<file path="src/rtl/utf8_ucs2_transcoder_macros.svh">
// ---------------------------------------------------------------------------
// Assertion macros for the UTF-8 / UCS-2 transcoder
// Shared helpers for concurrent checks, clocked on clk and held off in reset.
// ---------------------------------------------------------------------------
`ifndef UTF8_UCS2_TRANSCODER_MACROS_SVH
`define UTF8_UCS2_TRANSCODER_MACROS_SVH

// Same-cycle implication.
`define UTX_ASSERT_NOW(label, clk, rst_n, ante, cons) \
  label: assert property (@(posedge clk) disable iff (!rst_n) (ante) |-> (cons)) \
    else $error("transcoder check failed");

// Next-cycle implication.
`define UTX_ASSERT_NEXT(label, clk, rst_n, ante, cons) \
  label: assert property (@(posedge clk) disable iff (!rst_n) (ante) |=> (cons)) \
    else $error("transcoder check failed");

`endif

</file>
<file path="src/rtl/utx_pkg.sv">
// ---------------------------------------------------------------------------
// utx_pkg
// Types and constants shared by the transcoder front end, queue and back end.
// ---------------------------------------------------------------------------
`timescale 1ns / 1ps

package utx_pkg;

  // Number of results a job expands to.
  localparam logic [1:0] NRES_ONE   = 2'd1;
  localparam logic [1:0] NRES_TWO   = 2'd2;
  localparam logic [1:0] NRES_THREE = 2'd3;

  // Continuation bytes still expected while decoding.
  localparam logic [1:0] PEND_IDLE = 2'd0;
  localparam logic [1:0] PEND_ONE  = 2'd1;
  localparam logic [1:0] PEND_TWO  = 2'd2;

  // Register index of the direction register.
  localparam logic REG_DIRECTION = 1'b0;

  // Direction codes.
  localparam logic DIR_DECODE = 1'b0;
  localparam logic DIR_ENCODE = 1'b1;

  // Job queue depth (pointers are one bit wide).
  localparam int QUEUE_DEPTH = 2;

  typedef struct packed {
    logic [15:0] value;
    logic [1:0]  nres;
    logic        string_end;
    logic        truncated;
  } job_t;

endpackage

</file>
<file path="src/rtl/utf8_ucs2_transcoder.sv">
// An accepted request goes into the job queue, then its first result into
// the output register; lead and middle UTF-8 bytes produce no result.
// Throughput: one request per cycle while the queue has room. An encoded unit
// gives one to three bytes, one per cycle while out_ready does not stall it.
// Reset (rst_n low, synchronous) sets direction to decode, clears the decode
// state and empties the job queue and output register.
// ---------------------------------------------------------------------------
// utf8_ucs2_transcoder
// Streaming UTF-8 <-> UCS-2 transcoder with an APB-style direction register.
// ---------------------------------------------------------------------------
`timescale 1ns / 1ps

module utf8_ucs2_transcoder (
  input  logic        clk,
  input  logic        rst_n,
  // Input request channel.
  input  logic        in_valid,
  output logic        in_ready,
  input  logic [15:0] in_code_unit,
  // Result channel.
  output logic        out_valid,
  input  logic        out_ready,
  output logic [15:0] out_value,
  output logic        out_last_of_run,
  output logic        out_string_end,
  output logic        out_truncated,
  // Configuration port.
  input  logic        cfg_psel,
  input  logic        cfg_penable,
  input  logic        cfg_pwrite,
  input  logic [2:0]  cfg_paddr,
  input  logic [31:0] cfg_pwdata,
  output logic [31:0] cfg_prdata,
  output logic        cfg_pready
);

  // The direction register lives here. Any write to it also clears the
  // partial UTF-8 sequence held in the front end. Register index is byte
  // address divided by four, so bit 2 selects it; writes past the list drop.
  logic          direction_r;
  logic          dir_write;
  logic          reg_hit;

  // Front end to queue, queue to back end.
  logic          in_accept;
  logic          push;
  utx_pkg::job_t push_job;
  utx_pkg::job_t head;
  logic          q_empty;
  logic          q_full;
  logic          pop;

  assign cfg_pready = 1'b1;
  assign reg_hit    = (cfg_paddr[2] == utx_pkg::REG_DIRECTION);
  assign dir_write  = cfg_psel && cfg_penable && cfg_pwrite && reg_hit;
  assign cfg_prdata = reg_hit ? {31'h0, direction_r} : 32'h0;

  always_ff @(posedge clk) begin
    if (!rst_n) begin
      direction_r <= utx_pkg::DIR_DECODE;
    end else if (dir_write) begin
      direction_r <= cfg_pwdata[0];
    end
  end

  // The front end takes a request whenever the queue has room; it does not
  // wait on the output side. Requests that finish no unit push nothing.
  assign in_ready  = !q_full;
  assign in_accept = in_valid && in_ready;

  utx_front u_front (
    .clk       (clk),
    .rst_n     (rst_n),
    .direction (direction_r),
    .clear     (dir_write),
    .accept    (in_accept),
    .code_unit (in_code_unit),
    .push      (push),
    .job       (push_job)
  );

  // Two jobs of slack let an encoded three-byte run drain while the next
  // request is already classified.
  utx_queue u_queue (
    .clk      (clk),
    .rst_n    (rst_n),
    .push     (push),
    .push_job (push_job),
    .pop      (pop),
    .head     (head),
    .empty    (q_empty),
    .full     (q_full)
  );

  // The back end walks each job one result per cycle while out_ready allows and
  // retires it from the queue as its final result moves into the output register.
  utx_back u_back (
    .clk             (clk),
    .rst_n           (rst_n),
    .head            (head),
    .empty           (q_empty),
    .pop             (pop),
    .out_valid       (out_valid),
    .out_ready       (out_ready),
    .out_value       (out_value),
    .out_last_of_run (out_last_of_run),
    .out_string_end  (out_string_end),
    .out_truncated   (out_truncated)
  );

endmodule

</file>
<file path="src/rtl/utx_front.sv">
// ---------------------------------------------------------------------------
// utx_front
// Accepts input units, runs the UTF-8 decode state and classifies each finished
// item into a job of one to three results for the back end.
// ---------------------------------------------------------------------------
`timescale 1ns / 1ps

module utx_front (
  input  logic              clk,
  input  logic              rst_n,
  input  logic              direction,
  input  logic              clear,
  input  logic              accept,
  input  logic [15:0]       code_unit,
  output logic              push,
  output utx_pkg::job_t     job
);

  logic [1:0]  bytes_pending_r, bytes_pending_nxt;
  logic [15:0] partial_value_r, partial_value_nxt;
  logic [1:0]  pend;
  logic [7:0]  b;
  logic [7:0]  cont;
  logic [15:0] u;

  assign b    = code_unit[7:0];
  assign cont = b ^ 8'h80;
  assign u    = code_unit;
  // A pending count of three cannot occur; it reads as idle.
  assign pend = (bytes_pending_r == 2'd3) ? utx_pkg::PEND_IDLE : bytes_pending_r;

  always_comb begin
    bytes_pending_nxt = bytes_pending_r;
    partial_value_nxt = partial_value_r;
    push              = 1'b0;
    job.value         = 16'h0000;
    job.nres          = utx_pkg::NRES_ONE;
    job.string_end    = 1'b0;
    job.truncated     = 1'b0;
    if (direction == utx_pkg::DIR_ENCODE) begin
      push      = accept;
      job.value = u;
      priority if (u == 16'h0000) begin
        job.string_end = 1'b1;
      end else if (u < 16'h0080) begin
        job.nres = utx_pkg::NRES_ONE;
      end else if (u < 16'h0800) begin
        job.nres = utx_pkg::NRES_TWO;
      end else begin
        job.nres = utx_pkg::NRES_THREE;
      end
    end else if (b == 8'h00) begin
      push              = accept;
      job.string_end    = 1'b1;
      job.truncated     = (pend != utx_pkg::PEND_IDLE);
      bytes_pending_nxt = utx_pkg::PEND_IDLE;
      partial_value_nxt = 16'h0000;
    end else begin
      unique case (pend)
        utx_pkg::PEND_TWO: begin
          bytes_pending_nxt = utx_pkg::PEND_ONE;
          partial_value_nxt = partial_value_r | {2'b00, cont, 6'b000000};
        end
        utx_pkg::PEND_ONE: begin
          push              = accept;
          job.value         = partial_value_r | {8'h00, cont};
          bytes_pending_nxt = utx_pkg::PEND_IDLE;
          partial_value_nxt = 16'h0000;
        end
        default: begin
          priority if (b < 8'h80) begin
            push      = accept;
            job.value = {8'h00, b};
          end else if (b < 8'hE0) begin
            bytes_pending_nxt = utx_pkg::PEND_ONE;
            partial_value_nxt = {5'b00000, b[4:0], 6'b000000};
          end else begin
            bytes_pending_nxt = utx_pkg::PEND_TWO;
            partial_value_nxt = {b[3:0], 12'h000};
          end
        end
      endcase
    end
  end

  always_ff @(posedge clk) begin
    if (!rst_n || clear) begin
      bytes_pending_r <= utx_pkg::PEND_IDLE;
      partial_value_r <= 16'h0000;
    end else if (accept && direction == utx_pkg::DIR_DECODE) begin
      bytes_pending_r <= bytes_pending_nxt;
      partial_value_r <= partial_value_nxt;
    end
  end

endmodule

</file>
<file path="src/rtl/utx_queue.sv">
// ---------------------------------------------------------------------------
// utx_queue
// Two-entry job queue between the front end and the back end.
// ---------------------------------------------------------------------------
`timescale 1ns / 1ps
`include "utf8_ucs2_transcoder_macros.svh"

module utx_queue (
  input  logic          clk,
  input  logic          rst_n,
  input  logic          push,
  input  utx_pkg::job_t push_job,
  input  logic          pop,
  output utx_pkg::job_t head,
  output logic          empty,
  output logic          full
);

  utx_pkg::job_t mem_r [utx_pkg::QUEUE_DEPTH];
  logic       wr_ptr_r, wr_ptr_nxt;
  logic       rd_ptr_r, rd_ptr_nxt;
  logic [1:0] count_r, count_nxt;

  assign empty = (count_r == 2'd0);
  assign full  = (count_r == 2'(utx_pkg::QUEUE_DEPTH));
  assign head  = mem_r[rd_ptr_r];

  always_comb begin
    wr_ptr_nxt = push ? ~wr_ptr_r : wr_ptr_r;
    rd_ptr_nxt = pop ? ~rd_ptr_r : rd_ptr_r;
    count_nxt  = count_r + {1'b0, push} - {1'b0, pop};
  end

  always_ff @(posedge clk) begin
    if (!rst_n) begin
      wr_ptr_r <= 1'b0;
      rd_ptr_r <= 1'b0;
      count_r  <= 2'd0;
    end else begin
      wr_ptr_r <= wr_ptr_nxt;
      rd_ptr_r <= rd_ptr_nxt;
      count_r  <= count_nxt;
    end
  end

  always_ff @(posedge clk) begin
    if (push) begin
      mem_r[wr_ptr_r] <= push_job;
    end
  end

  `UTX_ASSERT_NOW(a_no_overflow, clk, rst_n, push, !full)
  `UTX_ASSERT_NOW(a_no_underflow, clk, rst_n, pop, !empty)
  `UTX_ASSERT_NOW(a_count_range, clk, rst_n, 1'b1, count_r != 2'd3)
  `UTX_ASSERT_NEXT(a_ptr_gap, clk, rst_n, 1'b1,
                   (count_r == 2'd1) == (wr_ptr_r != rd_ptr_r))

endmodule

</file>
<file path="src/rtl/utx_back.sv">
// ---------------------------------------------------------------------------
// utx_back
// Expands queued jobs into UTF-8 bytes or UCS-2 units through the output
// register, one result per cycle while out_ready does not stall it.
// ---------------------------------------------------------------------------
`timescale 1ns / 1ps

module utx_back (
  input  logic          clk,
  input  logic          rst_n,
  input  utx_pkg::job_t head,
  input  logic          empty,
  output logic          pop,
  output logic          out_valid,
  input  logic          out_ready,
  output logic [15:0]   out_value,
  output logic          out_last_of_run,
  output logic          out_string_end,
  output logic          out_truncated
);

  logic [1:0]  idx_r, idx_nxt;
  logic        valid_r, valid_nxt;
  logic [15:0] value_r, value_nxt;
  logic        last_r, end_r, trunc_r;
  logic        load;
  logic        last;
  logic [15:0] u;

  assign u    = head.value;
  assign load = !empty && (!valid_r || out_ready);
  assign last = (idx_r == head.nres - 2'd1);
  assign pop  = load && last;

  always_comb begin
    idx_nxt   = load ? (last ? 2'd0 : idx_r + 2'd1) : idx_r;
    valid_nxt = load ? 1'b1 : (out_ready ? 1'b0 : valid_r);
    value_nxt = u;
    unique case (head.nres)
      utx_pkg::NRES_TWO: begin
        value_nxt = (idx_r == 2'd0) ? {8'h00, 3'b110, u[10:6]}
                                    : {8'h00, 2'b10, u[5:0]};
      end
      utx_pkg::NRES_THREE: begin
        unique case (idx_r)
          2'd0:    value_nxt = {8'h00, 4'b1110, u[15:12]};
          2'd1:    value_nxt = {8'h00, 2'b10, u[11:6]};
          default: value_nxt = {8'h00, 2'b10, u[5:0]};
        endcase
      end
      default: value_nxt = u;
    endcase
  end

  always_ff @(posedge clk) begin
    if (!rst_n) begin
      idx_r   <= 2'd0;
      valid_r <= 1'b0;
    end else begin
      idx_r   <= idx_nxt;
      valid_r <= valid_nxt;
    end
  end

  always_ff @(posedge clk) begin
    if (load) begin
      value_r <= value_nxt;
      last_r  <= last;
      end_r   <= head.string_end;
      trunc_r <= head.truncated;
    end
  end

  assign out_valid       = valid_r;
  assign out_value       = value_r;
  assign out_last_of_run = last_r;
  assign out_string_end  = end_r;
  assign out_truncated   = trunc_r;

endmodule
</file>
<file path="config.mk">
export PLATFORM = sky130hd
export DESIGN_NAME = utf8_ucs2_transcoder
export DESIGN_NICKNAME = d
export VERILOG_FILES = /design/src/rtl/utx_pkg.sv /design/src/rtl/utf8_ucs2_transcoder.sv /design/src/rtl/utx_front.sv /design/src/rtl/utx_queue.sv /design/src/rtl/utx_back.sv
export VERILOG_INCLUDE_DIRS = /design/src /design/src/rtl
export SDC_FILE = /design/constraint.sdc
export NUM_CORES = 1
export LEC_CHECK = 0
export BUFFER_PORTS_ARGS = -buffer_cell sky130_fd_sc_hd__buf_4
export CORE_MARGIN = 5
export CORE_UTILIZATION = 55
export CTS_CLUSTER_DIAMETER = 80
export DETAILED_ROUTE_END_ITERATION = 8
export GPL_ROUTABILITY_DRIVEN = 1
export MAX_ROUTING_LAYER = met4
export PLACE_DENSITY_LB_ADDON = 0.15
export SLEW_MARGIN = 20
export SYNTH_ARGS = -nofsm -noshare
export SYNTH_HDL_FRONTEND = slang
export SYNTH_SLANG_ARGS = --single-unit
</file>
<file path="constraint.sdc">
create_clock -name clk -period 8.61 [get_ports clk]
set_clock_uncertainty 0.1 [all_clocks]
set_input_delay 0 -clock clk [delete_from_list [all_inputs] [get_ports clk]]
set_output_delay 0 -clock clk [all_outputs]
set_load 0.1 [all_outputs]
</file>
==> metrics.md, run 1 <==
| Metric | Value |
|---|---|
| Layout fillers | `just over 500` |
| Synth unique cells | `61` |
| Initial DRT Pass Iterations | `4` |
| Residual DRC | `0` |
| Vias | `approximately 2500` |
| Die span in y | `93.22 microns` |
| Num CTS Buffers | `9` |
| TNS Setup | `0 ps` |
| Final #Nets | `~460` |
| Adder-cell share of the synthesized area | `0.02628` |
| Seq/Total Area, Yosys | `0.5756` |
| Tot GR Track Use | `0.1823` |
| Initial antenna violation count | `0` |
| Total gr overflow | `0` |
| Reg clk slew, reported paths | `roughly 80 ps` |
| Number of global-route vias before repair | `2455` |
| CP peak stage delay | `slightly above 1000 ps` |
| CTS Root Cell | `clkbuf_8` |
| Slowest CP cell | `dfxtp_1` |
| Tcrit/Tclk final | `0.3860` |
| Initial Util | `0.5637` |
| CTS Buffer Depth | `2` |
| # setup viols final | `0` |
| Layout cells sized above 1 | `0.1975` |
| Drt via density | `~5.3` |
| Diodes inserted | `0` |
| Hold WC Path Type | `in2reg` |
| Port buffer count | `46` |
| Row count | `30` |
| Synth Flop Type | `edfxtp_1` |
| Util after Layout | `0.6722` |
| Synth warn | `0` |
| Placed cells | `440` |
| P_leak | `1.710 nW` |
| Worst-path cell chain | `mux2_1 > ha_1 > xor2_1 > nor3_1 > ha_1 > inv_1 > ha_1 > xor2_1 > xnor2_1 > nor2_1` |
| Post-Synthesis Cells | `roughly 320` |
| Synth Area in XOR/XNOR | `0.009198` |
| Final wirelength | `approximately 7.2 mm` |
| CP arrival | `3470 ps` |
| CP Launch Type | `flop` |
| RSZ-0062 raised after global routing | `no` |
| Core area | `a little under 7000 sq um` |
| Clock sink count | `80` |
| Worst slew pin tran | `between 1000 and 1500 ps` |
| Commonest cells after routing, fill and taps aside | `59 x edfxtp_1, 47 x buf_4, 33 x nand2_1` |
| Iteration-0 DRC Markers | `~130` |
| Area grow syn2layout | `19.25%` |
| Largest net degree at the start of global routing | `29` |
| Max-slew violation count | `0` |
| Async S/R FF share, synth | `0` |
| Simple-gate share of the synthesized area | `0.1396` |
| IO Count | `about 110` |
| EDFF count, synth | `a little under 60` |
| Synth Cell Area | `roughly 3800 sq um` |
| Leading cell type in the layout, fill and taps excluded | `edfxtp_1` |
| CP dominant cell by count | `ha_1` |
| Fin crit period | `between 3000 and 4000 ps` |
| Required time worst endpoint | `between 8000 and 9000 ps` |
| Syn Area/Cell | `11.83 sq um` |
| Compound-cell area share of the yosys netlist | `0.1015` |
| CTS tree | `yes` |
| Seq cells post-synth | `80` |
| Achievable Freq | `~300 MHz` |
| Total area of sequential cells | `approximately 2200 sq um` |
| Area of the multi-input gates | `between 1000 and 1500 sq um` |
| Largest family of logic cells by synthesized area | `simple AND/OR/NAND/NOR gates` |
| CTS H-tree lvls | `3` |
| Final hold violation count | `0` |
| Crit path kind | `reg2reg` |
| Max Cap Viol | `0` |
| DR WL/cell | `15.03 microns` |
| Crit-path max FO | `20` |
| DP HPWL | `5.204 mm` |
| Reg2reg setup slack | `roughly 5300 ps` |
| Maximum vdd drop | `roughly 120 uV` |
| Number of setup buffers added after CTS | `0` |
| Non-Filler Instances | `480` |
| RePlAce Congestion | `roughly 0.93` |
| Multiplexer area fraction after synthesis | `0.06143` |
| Full die area | `8689 sq um` |
| Max-slew headroom | `0.2825` |
| Antenna viol nets, final | `0` |
| DIE WIDTH | `93.22 microns` |
| Clk_lat worst skew | `~350 ps` |
| CP Capture Type | `flop` |
| First-pass GRT wire length | `about 12 mm` |
| Outcome | `complete, no violations` |
| Pwr/cell area | `~330 nW/um^2` |
-- per-stage QoR --
step                      setup WS (ps)  power [mW]  instance area [sq um]  hold slack (ps)
after floorplan                    5582       1.116                   3921            21.71
after global placement             5363       1.221                   4098            134.6
after detailed placement           5248       1.232                   4098            148.6
after CTS                          5229       1.517                   4542            136.1
after global routing               5079       1.575                   4542            164.9
final                              5287       1.508                   4542            147.9
-- critical path, delay by kind of cell, from the launching register on --
family	cells	cell delay, ps
fa+ha+maj	3	750
simple gates	2	190
xor+xnor	3	660
flops	1	1030
buf+inv	1	50
mux	1	430
-- area by class of cell --
cell class,instances,area share
clock buffer,9,0.02727
clock inverter,7,0.01763
sequential,80,0.4826
multi-input combinational,221,0.3099
timing repair buffer,71,0.1306
inverter,12,0.009917
tap,80,0.02204
-- sequential cells by signal, indices dropped and copies added (netlist names), named ones only --
name                     flops
u_back.idx_r                 2
u_back.out_string_end        1
direction_r                  1
u_queue.count_r              2
u_back.out_last_of_run       1
u_back.out_valid             1
u_front.bytes_pending_r      2
u_back.out_value            16
u_back.out_truncated         1
u_queue.rd_ptr_r             1
u_queue.wr_ptr_r             1
u_queue.mem_r               40
u_front.partial_value_r     10
-- final timing paths --
kind	start	to	depth (start not counted)
worst min register to register	u_queue.wr_ptr_r$_SDFFE_PN0N_	u_queue.wr_ptr_r$_SDFFE_PN0N_	2
worst max register to register	flop	u_queue.count_r[1]$_SDFF_PN0_	10
worst max-delay path	flop	u_queue.count_r[1]$_SDFF_PN0_	10
worst min-delay path	cfg_paddr[2]	u_front.bytes_pending_r[1]$_SDFFE_PP0P_	4
-- power breakdown --
group | total (mW) | switching, mW | internal [mW]
Clock | 0.280 | 0.144 | 0.137
Combinational | 0.681 | 0.529 | 0.152
Sequential | 0.547 | 0.0384 | 0.508
Total | 1.51 | 0.711 | 0.797
-- cells by family (layout without fill, tap and decap cells) --
logic type,after synthesis,after routing
flip-flops,80,80
XOR/XNOR,4,4
multiplexers,22,22
AO/OA/AOI/OAI,57,57
adder cells (fa/ha/maj),8,8
other,2,32
buffers and inverters,51,99
AND/OR/NAND/NOR,98,98
-- cells in the mapped netlist (3+ instances only) --
master	n	share of area
o21ai_0	4	0.0053
mux2_2	4	0.012
nor2b_1	13	0.021
mux2_1	4	0.012
inv_1	10	0.0099
clkbuf_1	4	0.0039
nand2b_1	3	0.0049
edfxtp_1	59	0.47
nand3_1	3	0.0039
nand2_1	33	0.033
nor4_2	3	0.0099
a22o_1	6	0.014
ha_1	8	0.026
mux2i_1	13	0.034
o21ai_1	11	0.014
and2_1	4	0.0066
a21oi_1	10	0.013
nor2_1	16	0.016
o221ai_1	4	0.0092
nor3_1	6	0.0079
a31oi_1	3	0.0049
dfxtp_1	21	0.11
buf_4	32	0.063
-- metal layers --
metal / track usage / up-vias / wire, microns
li1: - / 1257 / -
met1: 0.2374 / 1167 / 3156
met2: 0.2825 / 100 / 3486
met3: 0.03540 / 14 / 441
met4: 0.07448 / 0 / 129
met5: - / - / 0
-- repair_timing --
item	in CTS	in global routing
hold buffers	24	0
gates resized for setup	0	0
hold endpoints to repair	55	0
Note: power is estimated with default switching activity, not from simulation.
==> run 2: changes to the inputs <==
- ABC_AREA: unset -> 1
- CORE_UTILIZATION: 55 -> 47
- clock period: 8.61 -> 2.7 ns (I/O delays scaled with it)
==> metrics.md, run 2 <==
| Metric | Value |
|---|---|
| Drt via density | `4.724 (-11%)` |
| Largest net degree at the start of global routing | `21 (-28%)` |
| Synth Flop Type | `edfxtp_1` |
| Hold WC Path Type | `in2reg` |
| DP HPWL | `5.673 mm (+9.0%)` |
| Critical Path Sink | `u_queue.count_r[1]$_SDFF_PN0_` |
| Vias | `2768 (+9.1%)` |
| Initial DRT Pass Iterations | `4 (unchanged)` |
| Max Cap Viol | `0 (unchanged)` |
| Register-to-Register Path Depth | `14 (+4)` |
| Number of setup buffers added after CTS | `0 (unchanged)` |
| CTS Buffer Depth | `2 (unchanged)` |
| Residual DRC | `0 (unchanged)` |
| # setup viols final | `0 (unchanged)` |
| Main area contributors after synthesis | `edfxtp_1 45%, dfxtp_1 11%, nand2_1 7.0%, buf_4 6.5%, nor2_1 4.8%` |
| Initial Util | `0.4804 (-0.08327)` |
| EDFF count, synth | `59 (unchanged)` |
| Full die area | `10330 sq um (+19%)` |
| Max-slew headroom | `0.5332 (+0.2507)` |
| Maximum vdd drop | `380.0 uV (+220%)` |
| DR WL/cell | `13.14 microns (-13%)` |
| Commonest cells after routing, fill and taps aside | `74 x nand2_1, 59 x edfxtp_1, 51 x nor2_1` |
| Met3 Track Usage GR | `0.02617 (-0.009227)` |
| Reg2reg setup slack | `280 ps (-5010 ps)` |
| Synth warn | `0 (unchanged)` |
| Tcrit/Tclk final | `0.8963 (+0.5104)` |
| Diodes inserted | `0 (unchanged)` |
| Worst-path cell chain | `inv_4 > nand2_1 > nand2_1 > inv_2 > ha_1 > xnor2_1 > nand3_2 > nor2_4 > ha_1 > inv_1 > ha_1 > xor2_1 > o21ai_0 > a21oi_1` |
| CP Capture Type | `flop` |
| Final wirelength | `7.702 mm (+6.8%)` |
| RePlAce Congestion | `0.8682 (-7.0%)` |
| Met2 Use GR | `0.2570 (-0.02550)` |
| Outcome | `complete, no violations` |
| Num CTS Buffers | `9 (unchanged)` |
| Total gr overflow | `0 (unchanged)` |
| CTS tree | `yes` |
| CTS Root Cell | `clkbuf_8` |
| Seq/Total Area, Yosys | `0.5553 (-0.02025)` |
| IO Count | `112 (unchanged)` |
| Reg clk slew, reported paths | `90 ps (about the same)` |
| CTS H-tree lvls | `3 (unchanged)` |
| Layout cells sized above 1 | `0.2058 (+0.008321)` |
| Final instance area | `4755 sq um (+4.7%)` |
| Clock sink count | `80 (unchanged)` |
| Seq cells post-synth | `80 (unchanged)` |
| Async S/R FF share, synth | `0 (unchanged)` |
| First-pass GRT wire length | `12.51 mm (+5.0%)` |
| Largest register by flop count | `u_queue.mem_r` |
| CP arrival | `2600 ps (-870 ps)` |
| Placed Area | `4294 sq um (+4.8%)` |
| Iteration-0 DRC Markers | `59 (-54%)` |
| DIE WIDTH | `101.6 microns (+9.0%)` |
| Tot GR Track Use | `0.1630 (-0.01936)` |
| Final #Nets | `542 (+18%)` |
| Area grow syn2layout | `20.44%` |
| Largest register FFs | `40 (unchanged)` |
| P_leak | `1.959 nW (+15%)` |
| Most common cell in the netlist | `nand2_1` |
| Core area | `8217 sq um (+22%)` |
| Synth Cell Area | `3948 sq um (+3.6%)` |
| Syn Area/Cell | `9.771 sq um (-17%)` |
| Worst slew pin tran | `692.9 ps (-381.9 ps)` |
| Required time worst endpoint | `2880 ps (-5880 ps)` |
| Final hold violation count | `0 (unchanged)` |
| Clk_lat worst skew | `340 ps (about the same)` |
| Slowest CP cell | `dfxtp_2` |
| Pwr/cell area | `1024 nW/um^2 (+210%)` |
| Synth unique cells | `38 (-38%)` |
| Leading cell type in the layout, fill and taps excluded | `nand2_1` |
| RR Endpoint | `u_queue.count_r[1]$_SDFF_PN0_` |
| CP peak stage delay | `360 ps (-670 ps)` |
| Synth cell count leaders | `74 x nand2_1, 59 x edfxtp_1, 51 x nor2_1` |
| CP Launch Type | `flop` |
| TNS Setup | `0 ps (unchanged)` |
| Final Power | `4.869 mW (+220%)` |
| Fin crit period | `2420 ps (-902.9 ps)` |
| Post-Synthesis Cells | `404 (+25%)` |
| Antenna viol nets, final | `0 (unchanged)` |
| Port buffer count | `46 (unchanged)` |
| Crit-path max FO | `9 (-55%)` |
| CP dominant cell by count | `ha_1` |
| Area leader, netlist | `edfxtp_1` |
| Met1 GRT Util | `0.2080 (-0.02938)` |
| Die span in y | `101.6 microns (+9.0%)` |
| Initial antenna violation count | `0 (unchanged)` |
| Row count | `33 (+10%)` |
| Crit path kind | `reg2reg` |
| Number of global-route vias before repair | `2599 (+5.9%)` |
| Top Usage Layer GRT | `met2` |
| Achievable Freq | `413.2 MHz (+37%)` |
| Max-slew violation count | `0 (unchanged)` |
| Area share of the largest cell type after synthesis | `0.4488 (-0.01637)` |
==> run 2: changes by cell type in the layout (fill, tap and decap cells not counted), sizes merged, moves of 4 or more <==
cell	delta
mux2	-8
inv	+32
nor2	+41
o21ai	+11
a21oi	+10
nor2b	-13
nor4	-4
and2	-4
nand2	+44
a22o	-5
==> run 2: layout make-up <==
class                      count  area [sq um]
timing repair buffer          72         620.6
tap                          105         131.4
multi-input combinational    268          1406
clock buffer                   9         123.9
fill                         734          3462
sequential                    80          2193
clock inverter                 7         102.6
inverter                      45         176.4
==> run 2: worst min-delay path by stage <==
stage / start / end / slack [ps] / depth (start not counted)
after floorplan: rst_n / u_queue.count_r[0]$_SDFF_PN0_ / -7 / 2
after global placement: rst_n / u_queue.count_r[0]$_SDFF_PN0_ / 140 / 3
after detailed placement: rst_n / u_queue.count_r[0]$_SDFF_PN0_ / 150 / 3
after CTS: in_valid / u_front.partial_value_r[11]$_SDFFE_PP0P_ / 30 / 5
after global routing: in_valid / u_front.partial_value_r[11]$_SDFFE_PP0P_ / 60 / 5
final: in_valid / u_front.partial_value_r[11]$_SDFFE_PP0P_ / 30 / 5
==> run 2: cells by family after synthesis <==
kind of cell    share of synthesized area
simple gates                       0.1721
buf+inv                            0.1195
flops                              0.5553
compound gates                    0.09350
mux                               0.02789
fa+ha+maj                         0.02536
other cells                      0.001902
xor+xnor                         0.004438
==> run 2: report_power, final <==
| part | switching, mW | total [mW] | internal [mW] |
|---|---|---|---|
| clock network | 0.455 | 0.984 | 0.530 |
| logic | 1.67 | 2.17 | 0.496 |
| registers | 0.0783 | 1.72 | 1.64 |
==> run 2: what timing repair did <==
| action | CTS | global route |
|---|---|---|
| hold endpoints to repair | 47 | 0 |
| endpoints found under the setup margin | 0 | 1 |
| resized for setup | 0 | 4 |
| hold buffers | 22 | 0 |
==> run 2: critical path, delay by kind of cell (launching register included) <==
kind	cells	cell delay, ps
buf+inv	3	200
xor+xnor	2	350
fa+ha+maj	3	680
flops	1	360
compound gates	2	200
simple gates	4	450
==> run 2: metal layers <==
metal / vias up / share of wire
met5: - / 0
met4: 0 / 0.025
met3: 17 / 0.046
met2: 68 / 0.49
met1: 1258 / 0.44
li1: 1425 / -
==> run 2: stage by stage <==
step	hold WS, ps	cells	util	setup slack, ps
global route	63.66	586	0.5787	-0.4157
CTS	29.97	586	0.5770	184.3
finish	34.70	586	0.5787	279.9
floorplan	-6.547	434	-	-32.46
detailed placement	147.1	548	0.5226	193.9
global placement	139.5	548	0.5226	244.5
==> run 3: changes to the inputs <==
- HOLD_SLACK_MARGIN: unset -> 0.08
- PLACE_DENSITY: unset -> 0.84
- PLACE_DENSITY_LB_ADDON: 0.15 -> unset
==> metrics.md, run 3 (synthesized netlist as in run 2, its figures left out) <==
| Metric | Value |
|---|---|
| Outcome | `complete, no violations` |
| CP arrival | `2420 ps (-180 ps)` |
| Tot GR Track Use | `0.1669 (+0.003966)` |
| Final #Nets | `551 (+1.7%)` |
| CTS H-tree lvls | `3 (unchanged)` |
| Max-slew headroom | `0.5615 (+0.02834)` |
| P_leak | `1.980 nW (+1.0%)` |
| Largest net degree at the start of global routing | `21 (unchanged)` |
| # setup viols final | `0 (unchanged)` |
| Pre-CTS setup slack | `203.1 ps (+9.204 ps)` |
| Pwr/cell area | `998.6 nW/um^2 (-2.5%)` |
| Clock sink count | `80 (unchanged)` |
| Worst slew pin tran | `657.0 ps (-35.91 ps)` |
| Residual DRC | `0 (unchanged)` |
| CP Capture Type | `flop` |
| Diodes inserted | `0 (unchanged)` |
| Initial DRT Pass Iterations | `4 (unchanged)` |
| Leading cell type in the layout, fill and taps excluded | `nand2_1` |
| CTS tree | `yes` |
| Final WS setup | `199.2 ps (-80.63 ps)` |
| Final wirelength | `8.132 mm (+5.6%)` |
| Drt via density | `4.901 (+3.8%)` |
| Number of global-route vias before repair | `2794 (+7.5%)` |
| Layout cells sized above 1 | `0.2000 (-0.005821)` |
| Crit path kind | `in2reg` |
| First-pass GRT wire length | `12.86 mm (+2.8%)` |
| RSZ-0062 raised after global routing | `no` |
| DP HPWL | `5.771 mm (+1.7%)` |
| CTS Root Cell | `clkbuf_8` |
| CP Launch Type | `input pin` |
| Reg clk slew, reported paths | `70 ps (-20 ps)` |
| Largest register FFs | `40 (unchanged)` |
| Antenna viol nets, final | `0 (unchanged)` |
| Layout fillers | `684 (-6.8%)` |
| Core area | `8217 sq um (unchanged)` |
| Clk_lat worst skew | `340 ps (about the same)` |
| Tcrit/Tclk final | `0.9262 (+0.02986)` |
| Port buffer count | `46 (unchanged)` |
| Final Power | `4.753 mW (-2.4%)` |
| Row count | `33 (unchanged)` |
| CTS Buffer Depth | `2 (unchanged)` |
| Full die area | `10330 sq um (unchanged)` |
| Area grow syn2layout | `20.57%` |
| Maximum vdd drop | `447.5 uV (+18%)` |
| Crit-path max FO | `20 (+11)` |
| Vias | `2916 (+5.3%)` |
| Commonest cells after routing, fill and taps aside | `74 x nand2_1, 59 x edfxtp_1, 53 x buf_4` |
| DIE WIDTH | `101.6 microns (unchanged)` |
| Num CTS Buffers | `9 (unchanged)` |
| RePlAce Congestion | `0.9156 (+5.5%)` |
| Iteration-0 DRC Markers | `140 (+140%)` |
| Max Cap Viol | `0 (unchanged)` |
| Fin crit period | `2501 ps (+80.63 ps)` |
| Total gr overflow | `0 (unchanged)` |
| Die span in y | `101.6 microns (unchanged)` |
| DR WL/cell | `13.67 microns (+4.0%)` |
| Required time worst endpoint | `2620 ps (-260 ps)` |
| IO Count | `112 (unchanged)` |
| Hold WC Path Type | `in2out` |
| Largest register by flop count | `u_queue.mem_r` |
| Achievable Freq | `399.9 MHz (-3.2%)` |
| Max-slew violation count | `0 (unchanged)` |
| Initial antenna violation count | `0 (unchanged)` |
| Initial Util | `0.4804 (unchanged)` |
| Final hold violation count | `0 (unchanged)` |
## run 3: final timing paths
kind,from,to,slack (ps),cells past startpoint
setup / recovery,in_code_unit[5],u_queue.mem_r[0][18]$_DFFE_PP_,200,11
hold / removal,cfg_paddr[2],cfg_prdata[0],250,3
setup reg to reg,flop,u_queue.count_r[1]$_SDFF_PN0_,210,14
hold reg to reg,u_front.partial_value_r[15]$_SDFFE_PP0P_,u_front.partial_value_r[15]$_SDFFE_PP0P_,360,2
## run 3: layout make-up
class	instances	area (sq um)	area share
flip-flops and latches	80	2192	0.4606
inverters	45	173.9	0.03654
clock inverters	6	60.06	0.01262
repair buffers	81	678.2	0.1425
clock buffers	10	127.6	0.02681
multi-input cells	268	1396	0.2934
well taps	105	131.4	0.02760
## run 3: through the flow
| step | area (sq um) | std cells | setup TNS (ps) | hold slack [ps] | utilization |
|---|---|---|---|---|---|
| finish | 4760 | 595 | 0 | 251.1 | 0.5793 |
| global placement | 4277 | 549 | 0 | 135.0 | 0.5205 |
| CTS | 4745 | 593 | 0 | 245.5 | 0.5774 |
| detailed placement | 4277 | 549 | 0 | 139.8 | 0.5205 |
| global route | 4760 | 595 | 0 | 257.8 | 0.5793 |
| floorplan | 4060 | 434 | -1297 | -6.547 | - |
## run 3: repair_timing
| action | CTS | global route |
|---|---|---|
| setup endpoints to repair | 0 | 1 |
| hold buffers | 28 | 0 |
| buffers inserted | 0 | 2 |
| gates resized for setup | 0 | 0 |
| endpoints found under the hold margin | 56 | 0 |
## run 3: per-layer routing
| layer | up-vias | routed length, microns | share of wire | GRT usage |
|---|---|---|---|---|
| li1 | 1439 | - | - | - |
| met1 | 1358 | 3250 | 0.40 | 0.1928 |
| met2 | 105 | 4161 | 0.51 | 0.2872 |
| met3 | 14 | 554 | 0.068 | 0.02548 |
| met4 | 0 | 165 | 0.020 | 0.07260 |
| met5 | - | 0 | 0 | - |
## run 3: worst max-delay path, stage by stage
cell,delay [ps]
dlygate4sd3_1,540
buf_4,160
nor2_2,90
dlygate4sd3_1,590
nand2_4,80
nor2_4,300
inv_2,90
nand2_1,90
nand2_1,90
nor2_1,100
buf_4,280
## run 3: power breakdown
part,switching [mW],total [mW],internal [mW]
Clock,0.420,0.843,0.423
Sequential,0.0794,1.72,1.64
Combinational,1.68,2.19,0.509
